==> src/rtl/bpa_pkg.sv <==
// Package for the bitmap page allocator: sizes, codes, payload structs,
// controller states and the command/status structs between the control
// and datapath modules. No dependencies.
package bpa_pkg;

   localparam int MAX_PAGES  = 32768;
   localparam int PAGE_SHIFT = 12;

   localparam int WORD_COUNT = (MAX_PAGES + 31) / 32;
   localparam int WORD_AW    = $clog2(WORD_COUNT);
   localparam int BASE_W     = WORD_AW + 5;
   localparam int CNT_W      = $clog2(MAX_PAGES + 1);
   localparam int PG_W       = 32 - PAGE_SHIFT;

   localparam int CSR_IDX_W  = 3;
   localparam int CSR_DATA_W = 20;

   localparam logic [CSR_IDX_W-1:0] CSR_PAGE_COUNT   = 3'd0;
   localparam logic [CSR_IDX_W-1:0] CSR_LOW_RESERVED = 3'd1;
   localparam logic [CSR_IDX_W-1:0] CSR_KERNEL_FIRST = 3'd2;
   localparam logic [CSR_IDX_W-1:0] CSR_KERNEL_SPAN  = 3'd3;
   localparam logic [CSR_IDX_W-1:0] CSR_TABLE_FIRST  = 3'd4;
   localparam logic [CSR_IDX_W-1:0] CSR_TABLE_PAGES  = 3'd5;

   localparam logic [1:0] KIND_INIT  = 2'd0;
   localparam logic [1:0] KIND_ALLOC = 2'd1;
   localparam logic [1:0] KIND_FREE  = 2'd2;

   localparam logic [1:0] STATUS_DONE    = 2'd0;
   localparam logic [1:0] STATUS_OOM     = 2'd1;
   localparam logic [1:0] STATUS_IGNORED = 2'd2;

   typedef struct packed {
      logic [1:0]  kind;
      logic [31:0] page_address;
   } req_type;

   typedef struct packed {
      logic [31:0] result_address;
      logic [1:0]  status;
      logic [15:0] used_page_total;
      logic [15:0] free_page_total;
   } rsp_type;

   typedef struct packed {
      logic [15:0] page_count;
      logic [15:0] low_reserved_pages;
      logic [19:0] kernel_first_page;
      logic [15:0] kernel_span;
      logic [19:0] table_first_page;
      logic [15:0] table_pages;
   } cfg_type;

   typedef enum logic [2:0] {
      ST_CLEAR,
      ST_IDLE,
      ST_SWEEP,
      ST_FLUSH,
      ST_ALLOC,
      ST_FREE_RD,
      ST_FREE_WR,
      ST_DONE
   } state_type;

   typedef struct packed {
      logic accept;
      logic sweep_step;
      logic sweep_clear;
      logic scan_step;
      logic free_rd;
      logic free_wr;
      logic load_rsp;
   } cmd_type;

   typedef struct packed {
      logic sweep_last;
      logic scan_done;
      logic rsp_busy;
   } stat_type;

endpackage

==> src/rtl/bpa_ctrl.sv <==
// Sequencer for the page allocator: walks clear, init, allocate and free
// operations and issues datapath commands. Depends on bpa_pkg.
module bpa_ctrl (
   input  logic              clock,
   input  logic              reset,
   input  logic              req_valid,
   output logic              req_ready,
   input  logic [1:0]        req_kind,
   input  bpa_pkg::stat_type stat,
   output bpa_pkg::cmd_type  cmd
);
   import bpa_pkg::*;

   state_type state_ff, state_in;

   always_ff @(posedge clock) begin
      if (reset) begin
         state_ff <= ST_CLEAR;
      end else begin
         state_ff <= state_in;
      end
   end

   always_comb begin
      state_in = state_ff;
      unique case (state_ff)
         ST_CLEAR: begin
            if (stat.sweep_last) state_in = ST_IDLE;
         end
         ST_IDLE: begin
            if (req_valid) begin
               unique case (req_kind)
                  KIND_INIT:  state_in = ST_SWEEP;
                  KIND_ALLOC: state_in = ST_ALLOC;
                  KIND_FREE:  state_in = ST_FREE_RD;
                  default:    state_in = ST_DONE;
               endcase
            end
         end
         ST_SWEEP: begin
            if (stat.sweep_last) state_in = ST_FLUSH;
         end
         ST_FLUSH:   state_in = ST_DONE;
         ST_ALLOC: begin
            if (stat.scan_done) state_in = ST_DONE;
         end
         ST_FREE_RD: state_in = ST_FREE_WR;
         ST_FREE_WR: state_in = ST_DONE;
         ST_DONE: begin
            if (!stat.rsp_busy) state_in = ST_IDLE;
         end
      endcase
   end

   always_comb begin
      cmd       = '0;
      req_ready = 1'b0;
      unique case (state_ff)
         ST_CLEAR: begin
            cmd.sweep_step  = 1'b1;
            cmd.sweep_clear = 1'b1;
         end
         ST_IDLE: begin
            req_ready  = 1'b1;
            cmd.accept = req_valid;
         end
         ST_SWEEP:   cmd.sweep_step = 1'b1;
         ST_FLUSH:   ;
         ST_ALLOC:   cmd.scan_step = 1'b1;
         ST_FREE_RD: cmd.free_rd = 1'b1;
         ST_FREE_WR: cmd.free_wr = 1'b1;
         ST_DONE:    cmd.load_rsp = !stat.rsp_busy;
      endcase
   end

endmodule

==> config.mk <==
export PLATFORM = sky130hd
export DESIGN_NAME = bpa_ctrl
export DESIGN_NICKNAME = d
export VERILOG_FILES = /design/src/rtl/bpa_pkg.sv /design/src/rtl/bpa_ctrl.sv
export SDC_FILE = /design/constraint.sdc
export NUM_CORES = 1
export LEC_CHECK = 0
export BUFFER_PORTS_ARGS = -buffer_cell sky130_fd_sc_hd__buf_2
export CAP_MARGIN = 10
export CORE_AREA = 2 2 39 41
export CTS_CLUSTER_SIZE = 10
export DETAILED_ROUTE_END_ITERATION = 12
export DIE_AREA = 0 0 41 43
export PLACE_DENSITY = 0.53
export RECOVER_POWER = 100
export SETUP_SLACK_MARGIN = 0.3
export SKIP_LAST_GASP = 1
export SYNTH_ARGS = -nofsm -noshare
export SYNTH_HDL_FRONTEND = slang
export SYNTH_SLANG_ARGS = --single-unit
export TNS_END_PERCENT = 1
==> constraint.sdc <==
create_clock -name clock -period 3.3 [get_ports clock]
set_clock_uncertainty 0.2 [all_clocks]
set_input_delay 0.165 -clock clock [delete_from_list [all_inputs] [get_ports clock]]
set_output_delay 0.165 -clock clock [all_outputs]
set_load 0.03 [all_outputs]
==> results of run 1 <==
-- placed cells by master, fill, tap and decap left out --
| master | instances |
|---|---|
| nand2_1 | 1 |
| o311a_1 | 1 |
| nor2b_1 | 2 |
| inv_1 | 2 |
| dfxtp_1 | 3 |
| nor2_1 | 6 |
| and2_1 | 1 |
| nor4b_1 | 1 |
| nand2b_4 | 1 |
| clkbuf_4 | 3 |
| a21boi_4 | 1 |
| o21bai_2 | 1 |
| clkbuf_1 | 9 |
| a21oi_1 | 2 |
| buf_2 | 7 |
| and4b_4 | 1 |
| o21ai_0 | 1 |
| nor3_1 | 4 |
| inv_2 | 1 |
| ha_1 | 3 |
| o21a_1 | 1 |
-- worst reg2reg max path, stage by stage (launching register included) --
cell and delay, ns:
dfxtp_1 0.54, nor4b_1 0.30, nor3_1 0.10, o21a_1 0.12
-- stage by stage --
step	utilization [%]	hold slack [ns]	setup WS, ns
5_1_grt	27.8	0.0380	1.43
3_5_place_dp	27.2	0.274	1.89
4_1_cts	29.1	0.0265	1.63
6_report	27.8	0.0360	1.53
3_3_place_gp	27.2	0.282	1.91
2_1_floorplan	-	0.129	1.62
-- power by group --
part           switching, mW  internal [mW]
registers             0.0111         0.0409
logic                 0.0394         0.0234
clock network         0.0190         0.0453
total                 0.0695          0.110
-- cell type report --
cell class                 instances  share of cell area (%)
inverter                           3                    2.93
tap                               16                    5.21
clock buffer                       4                    6.84
multi-input combinational         27                    52.4
sequential                         3                    15.6
timing repair buffer              15                    16.9
-- metal layers --
layer  up-vias  share of wire [%]
met1       136                 40
met4         0                2.1
met2         8                 51
met5         -                  0
met3         2                6.4
li1        154                  -
-- logic make-up (layout without fill, tap and decap cells) --
kind of cell / after synthesis / count (layout)
and+or+nand+nor: 17 / 17
AOI/OAI and AO/OA: 7 / 7
buffers and inverters: 5 / 22
adders and majority gates: 3 / 3
DFF: 3 / 3
-- worst max path at each step --
stage                 from  endpoint
3_3_place_gp   state_ff[2]    cmd[3]
6_report       state_ff[0]    cmd[6]
3_5_place_dp   state_ff[0]    cmd[6]
4_1_cts        state_ff[0]    cmd[6]
2_1_floorplan  state_ff[1]    cmd[6]
5_1_grt        state_ff[0]    cmd[6]
==> results.toml, run 1 <==
[run_status]
status = "complete, no violations"

[floorplan]
die_h_um = 43
start_util_pct = 22.0
core_sq_um = 1380
io_pins = 16
fp.dieW_um = 41
rows = 14
die-area_sq_um = 1760

[layout]
largest_reg_flops = 3
top_regs = "state_ff x3"
multi_input_area_sq_um = 201
fill_cells = 164
diodes = 0
synthToLayoutAreaGrowth_pct = 26.3
seqCellArea_sq_um = 60.1
fin_cells = 68
final_nets = 64
layout-drive-gt1-share_pct = 28.8
largest_register = "state_ff"
design_area_sq_um = 384

[global_routing]
grt_remaining_overflow = 0
use_met3_pct = 1.57
grt_pass1_vias = 244
met2_usage_pct = 12.5
grt_pass1_wl_um = 972
grt_max_degree = 13
grt_usage_pct = 8.32
antenna_found_initial = 0
grt_busiest_layer = "met2"
use_met1_pct = 8.95

[hold_path]
hold_path_end = "state_ff[1]"
hold_path_startpoint = "req_valid"
hold_class = "input pin to register"
holdPathStages = 2

[yosys]
synth_top_area_share_pct = 19.8
seq_area_frac_synth_pct = 19.8
synth_edf_count = 0
synth.most_common_cell = "nor2_1"
ys_async_sr_fraction_pct = 0
synth_compound_area_share_pct = 20.6
syn_nets = 46
synth_ff_type = "dfxtp_1"
synth_area_sq_um = 304
synth_top_cell_by_area = "dfxtp_1"
synth_area_leaders = "dfxtp_1 20%, ha_1 12%, buf_6 7.4%"
syn_area_per_cell_sq_um = 8.69
synth_top_family_by_area = "simple AND/OR/NAND/NOR gates"
ys_seq_elements = 3
ys_warn_count = 0
synthMuxAreaShare_pct = 0
synth_cell_types = 20
synth_adder_area_share_pct = 12.3
synth_xor_area_share_pct = 0
yosys.area_share.simple_pct = 36.2
synth_common_cells = "5 x nor2_1, 4 x nor3_1, 3 x dfxtp_1, 3 x ha_1"
synthCells = 35

[worst_setup_path]
path_cells = "nand2b_4 > nor2_1 > and2_1 > clkbuf_1"
crit_family = "flip-flops"
reg2reg_slack_ns = 1.93
worst-path-max-fanout = 10
rr_endpoint = "state_ff[0]"
end_kind = "primary output"
cp_num_buf_inv = 1
crit_required_ns = 2.93
cp.depth = 4
r2r_cells = 3
max_stage_delay_ns = 0.52
r2r-start = "state_ff[2]"
crit_path_top_delay_cell = "dfxtp_1"
arrival_ns = 1.40
criticalPathCategory = "register to primary output"
crit_path_start_kind = "register"

[cts]
path_clk_slew_ns = 0.04
cts_resized = 0
ctsHoldBuffers = 0
cts_tree = "yes"
postCtsSetupRepairBufs = 0
clock_latency_ns = 0.23
cts-htree-levels = 1
cts_buffers = 3
cts.path.max_buffers = 2
cts-root-buf = "clkbuf_4"
cts_sinks = 3

[power_and_ir_drop]
p_per_area_nw_per_um2 = 466
irDropWorstVdd_v = 0.000152
power.total_mw = 0.179
power.leakage_nw = 0.170

[timing]
min_period_over_period_pct = 53.5
tns_ns = 0
max_freq_mhz = 566
period_needed_ns = 1.77
slew_headroom_pct = 74.3
worstMarginPinSlew_ns = 0.385
setup_viol = 0
timing.final.hold_violations = 0
rsz0062_at_grt = "false"
drv_slew = 0

[route]
ant_nets = 0
drcViolationCount = 0
dr.pass1.iters = 1
wire_per_inst_um = 9.60
num_vias = 300
drt_iter0_drc = 0
vias_per_cell = 4.41
routed_wl_um = 653

[placement]
place_inst = 64
port_buffers = 15
gp_congestion = 0.665
dp_hpwl_um = 533
dpl-instance-area_sq_um = 377

[run]
drv_cap = 0
(Power assumes the default switching activity.)
==> run 2: changes to the inputs <==
--- a/config.mk
+++ b/config.mk
@@ -11,7 +11,7 @@
 export CTS_CLUSTER_SIZE = 10
 export DETAILED_ROUTE_END_ITERATION = 12
 export DIE_AREA = 0 0 41 43
-export PLACE_DENSITY = 0.53
+export PLACE_DENSITY = 0.55
 export RECOVER_POWER = 100
 export SETUP_SLACK_MARGIN = 0.3
 export SKIP_LAST_GASP = 1
==> constraint.sdc (replaced) <==
create_clock -name clock -period 1.6 [get_ports clock]
set_clock_uncertainty 0.2 [all_clocks]
set_input_delay 0.08 -clock clock [delete_from_list [all_inputs] [get_ports clock]]
set_output_delay 0.08 -clock clock [all_outputs]
set_load 0.03 [all_outputs]
==> run 2 against run 1 <==
Setup slack got worse by 1.4 ns; final area up 19%; sequential share of layout area shrank 0.84 points; register-to-register slack got worse by 1.6 ns; largest cell class unchanged.
==> results.toml, run 2 (synthesis gave the netlist of run 1 again) <==
[power_and_ir_drop]
intPower_mw = 0.247
p_sw_mw = 0.153
p_per_area_nw_per_um2 = 876
power.leakage_nw = 0.216
swShare_pct = 38.2
seq_power_share_pct = 27.6
power_frac_comb_pct = 38.8
irDropWorstVdd_v = 0.000395
clkPwrFrac_pct = 33.6

[global_routing]
antenna_found_initial = 0
grt_max_degree = 13
grt_pass1_vias = 288
grt_pass1_wl_um = 1100
grt_usage_pct = 9.74
grt_remaining_overflow = 0

[floorplan]
start_util_pct = 22.0
core_sq_um = 1380
io_pins = 16
die-area_sq_um = 1760
fp.dieW_um = 41
die_h_um = 43
rows = 14

[timing]
drv_slew = 0
max_freq_mhz = 694
worstMarginPinSlew_ns = 0.359
tns_ns = 0
setup_viol = 0
rsz0062_at_grt = "true"
period_needed_ns = 1.44
min_period_over_period_pct = 90.1
slew_headroom_pct = 75.8
timing.final.hold_violations = 0

[layout]
multi_input_area_sq_um = 219
seqCellArea_sq_um = 67.6
diodes = 0
mostFrequentLayoutCell = "buf_2"
largest_reg_flops = 3
largest_register = "state_ff"
layout-drive-gt1-share_pct = 50.0
layout_common_cells = "10 x buf_2, 4 x nor2_1, 4 x clkbuf_1"
synthToLayoutAreaGrowth_pct = 50.2
top_regs = "state_ff x3"
fin_cells = 72
fill_cells = 162
final_nets = 68

[placement]
port_buffers = 15
dp_hpwl_um = 474
gp_congestion = 0.699
place_inst = 64

[run_status]
status = "complete, no violations"

[cts]
cts.path.max_buffers = 2
path_clk_slew_ns = 0.04
clock_latency_ns = 0.23
cts_buffers = 3
cts-root-buf = "clkbuf_4"
cts-htree-levels = 1
cts_sinks = 3
cts_tree = "yes"

[worst_setup_path]
max_stage_delay_ns = 0.36
path_cells = "nand2b_4 > nor2_4 > clkbuf_1"
arrival_ns = 1.16
criticalPathCategory = "register to primary output"
end_kind = "primary output"
crit_required_ns = 1.32
crit_path_top_delay_cell = "dfxtp_1"
crit_family = "flip-flops"
crit_path_start_kind = "register"
worst-path-max-fanout = 6
cp_num_buf_inv = 1

[route]
routed_wl_um = 682
vias_per_cell = 4.11
num_vias = 296
drcViolationCount = 0
ant_nets = 0
wire_per_inst_um = 9.47
dr.pass1.iters = 2
drt_iter0_drc = 4

[run]
drv_cap = 0

[hold_path]
hold_class = "input pin to register"
[run 2: cell types whose count changed in the layout (fill, tap and decap cells not counted), moves of 2 or more]
cell / delta
dfxtp_4: +2
buf_2: +3
dfxtp_1: -2
clkbuf_1: -5
nor2_1: -2
dlygate4sd3_1: +2
buf_4: +2
[run 2: final cells by class]
type / instances / share of cell area (%)
Inverter: 3 / 2.47
Timing Repair Buffer: 19 / 24.7
Clock buffer: 4 / 5.75
Multi-Input combinational cell: 27 / 47.9
Sequential cell: 3 / 14.8
Tap cell: 16 / 4.38
[run 2: worst register-to-register path, cell delays in order (launching register included)]
cell and delay (ns):
dfxtp_1 0.36, buf_4 0.16, nor4b_1 0.29, nor3_1 0.07, o21a_1 0.10
[run 2: final timing paths]
kind | slack (ns) | from | depth (start not counted) | to
worst max-delay path | 0.16 | state_ff[1] | 3 | req_ready
worst min-delay path | 0.02 | req_valid | 3 | state_ff[0]
worst max register to register | 0.31 | state_ff[1] | 4 | state_ff[0]
worst min register to register | 0.38 | state_ff[2] | 2 | state_ff[2]
[run 2: power by group through the flow]
stage	Combinational (mW)	Sequential, mW	Clock, mW
floorplan	0.127	0.0938	0
finish	0.155	0.110	0.134
global route	0.172	0.114	0.146
CTS	0.157	0.111	0.139
detailed placement	0.139	0.112	0
global placement	0.139	0.112	0
[run 2: layer usage]
metal  global-route usage [%]  vias up  share of wire, %
met5                        0        -                 0
met4                     4.00        0                 0
met3                     6.28        0               5.4
met2                     15.0       10                45
met1                     9.97      125                50
li1                         -      161                 -
[run 2: what timing repair did]
action / in CTS / in global routing
resized for setup: 9 / 2
setup endpoints to repair: 11 / 8
hold buffers: 2 / 0
pin swaps: 1 / 0
buffers inserted: 2 / 0
endpoints found under the hold margin: 3 / 0
[run 2: through the flow]
stage / setup WS (ns) / util (%) / power [mW] / hold slack [ns] / area [sq um]
global placement: 0.233 / 27.8 / 0.251 / 0.190 / 384
CTS: 0.219 / 33.6 / 0.408 / 0.0209 / 465
detailed placement: 0.231 / 27.8 / 0.251 / 0.188 / 384
floorplan: 0.162 / - / 0.221 / 0.0436 / 312
global route: 0.0981 / 33.0 / 0.432 / 0.0302 / 457
finish: 0.158 / 33.0 / 0.400 / 0.0221 / 457
==> run 3: changes to the inputs <==
--- a/config.mk
+++ b/config.mk
@@ -13,6 +13,7 @@
 export DIE_AREA = 0 0 41 43
 export PLACE_DENSITY = 0.55
 export RECOVER_POWER = 100
+export REMOVE_ABC_BUFFERS = 1
 export SETUP_SLACK_MARGIN = 0.3
 export SKIP_LAST_GASP = 1
 export SYNTH_ARGS = -nofsm -noshare
==> run 3 against run 2 <==
Clock power shrank 3%; die area is the same; global-route usage shrank 1.0 points; critical path depth is 1 higher; the run now ends with negative hold slack left.
==> results.toml, run 3 (synthesis gave the netlist of run 1 again) <==
[run_status]
violations = "negative hold slack"
status = "complete, but fails checks"

[layout]
synthToLayoutAreaGrowth_pct = 47.3
largest_reg_flops = 3
multi_input_area_sq_um = 206
fill_cells = 148
seqCellArea_sq_um = 71.3
layout-drive-gt1-share_pct = 50.0
mostFrequentLayoutCell = "buf_2"
top_regs = "state_ff x3"
fin_cells = 72
final_nets = 68
layout_common_cells = "8 x buf_2, 4 x nor3_1, 4 x nor2_1, 4 x clkbuf_1, 4 x buf_4"
diodes = 0
largest_register = "state_ff"

[floorplan]
start_util_pct = 22.0
fp.dieW_um = 41
die_h_um = 43
die-area_sq_um = 1760
rows = 14
core_sq_um = 1380
io_pins = 16

[cts]
path_clk_slew_ns = 0.03
clock_latency_ns = 0.23
cts_buffers = 3
cts_sinks = 3
cts_tree = "yes"
ctsHoldBuffers = 1
cts-root-buf = "clkbuf_4"
cts-htree-levels = 1
cts.path.max_buffers = 2

[worst_setup_path]
criticalPathCategory = "register to primary output"
crit_path_top_delay_cell = "dfxtp_4"
cp_num_buf_inv = 1
max_stage_delay_ns = 0.35
crit_path_start_kind = "register"
r2r_cells = 3
crit_family = "simple AND/OR/NAND/NOR gates"
end_kind = "primary output"
worst-path-max-fanout = 6
crit_required_ns = 1.32
arrival_ns = 1.16
path_cells = "nand2b_1 > nor2_4 > and2_4 > buf_6"
cp.depth = 4

[route]
routed_wl_um = 682
num_vias = 302
dr.pass1.iters = 4
drcViolationCount = 0
vias_per_cell = 4.19
ant_nets = 0
wire_per_inst_um = 9.47
drt_iter0_drc = 5

[timing]
tns_ns = 0
setup_viol = 0
hold_ws_ns = -0.0528
drv_slew = 0
rsz0062_at_grt = "true"
slew_headroom_pct = 75.7
timing.final.hold_violations = 1
period_needed_ns = 1.44
final.setup.worst_slack_ns = 0.162
min_period_over_period_pct = 89.9
worstMarginPinSlew_ns = 0.361
max_freq_mhz = 696

[placement]
place_inst = 64
gp_congestion = 0.654
port_buffers = 15
dp_hpwl_um = 475
place_ws_ns = 0.240

[global_routing]
grt_remaining_overflow = 0
grt_max_degree = 13
grt_usage_pct = 8.73
grt_pass1_vias = 263
grt_pass1_wl_um = 1010
antenna_found_initial = 0

[power_and_ir_drop]
power.total_mw = 0.391
irDropWorstVdd_v = 0.000386
p_per_area_nw_per_um2 = 874
power.leakage_nw = 0.211

[hold_path]
hold_class = "input pin to register"
holdPathStages = 2

[run]
drv_cap = 0
[run 3: cell count changes in the layout (fill, tap and decap cells not counted), sizes merged]
cell         previous run  this run
clkbuf                  8         9
dlygate4sd3             2         1
[run 3: area by class of cell]
type | count | share of cell area (%)
well taps | 16 | 4.47
repair buffers | 19 | 25.1
flip-flops and latches | 3 | 15.9
inverters | 3 | 2.51
clock buffers | 4 | 5.87
multi-input cells | 27 | 46.1
[run 3: power breakdown]
part | switching [mW] | total, mW | internal [mW]
registers | 0.0212 | 0.108 | 0.0863
clock network | 0.0364 | 0.130 | 0.0933
logic | 0.0884 | 0.154 | 0.0658
total | 0.146 | 0.391 | 0.245
[run 3: metal layers]
layer	track usage [%]	routed length, um	vias to the layer above
li1	-	-	162
met2	13.1	300	13
met5	0	0	-
met4	2.00	0	0
met1	9.62	324	127
met3	6.28	57	0
[run 3: worst paths after layout]
| check | from | to | slack (ns) |
|---|---|---|---|
| worst max register to register | state_ff[1] | state_ff[1] | 0.29 |
| worst min-delay path | req_valid | state_ff[1] | -0.05 |
| worst max-delay path | state_ff[1] | cmd[6] | 0.16 |
| worst min register to register | state_ff[2] | state_ff[2] | 0.37 |
[run 3: repair_timing]
item | 4_1_cts | 5_1_grt
endpoints found under the hold margin | 3 | 1
setup buffers | 2 | 1
endpoints found under the setup margin | 11 | 8
gates resized for setup | 12 | 2
pin swaps | 1 | 0
cloned | 0 | 0
[run 3: worst reg2reg max path: cells and delay by family (launching register included)]
family | cells | cell delay [ns]
flops | 1 | 0.35
buf+inv | 1 | 0.17
compound gates | 1 | 0.27
simple gates | 1 | 0.21
[run 3: stage by stage]
stage	util, %	instance area (sq um)
2_1_floorplan	-	282
3_3_place_gp	27.2	377
3_5_place_dp	27.2	377
4_1_cts	33.1	458
5_1_grt	32.4	448
6_report	32.4	448
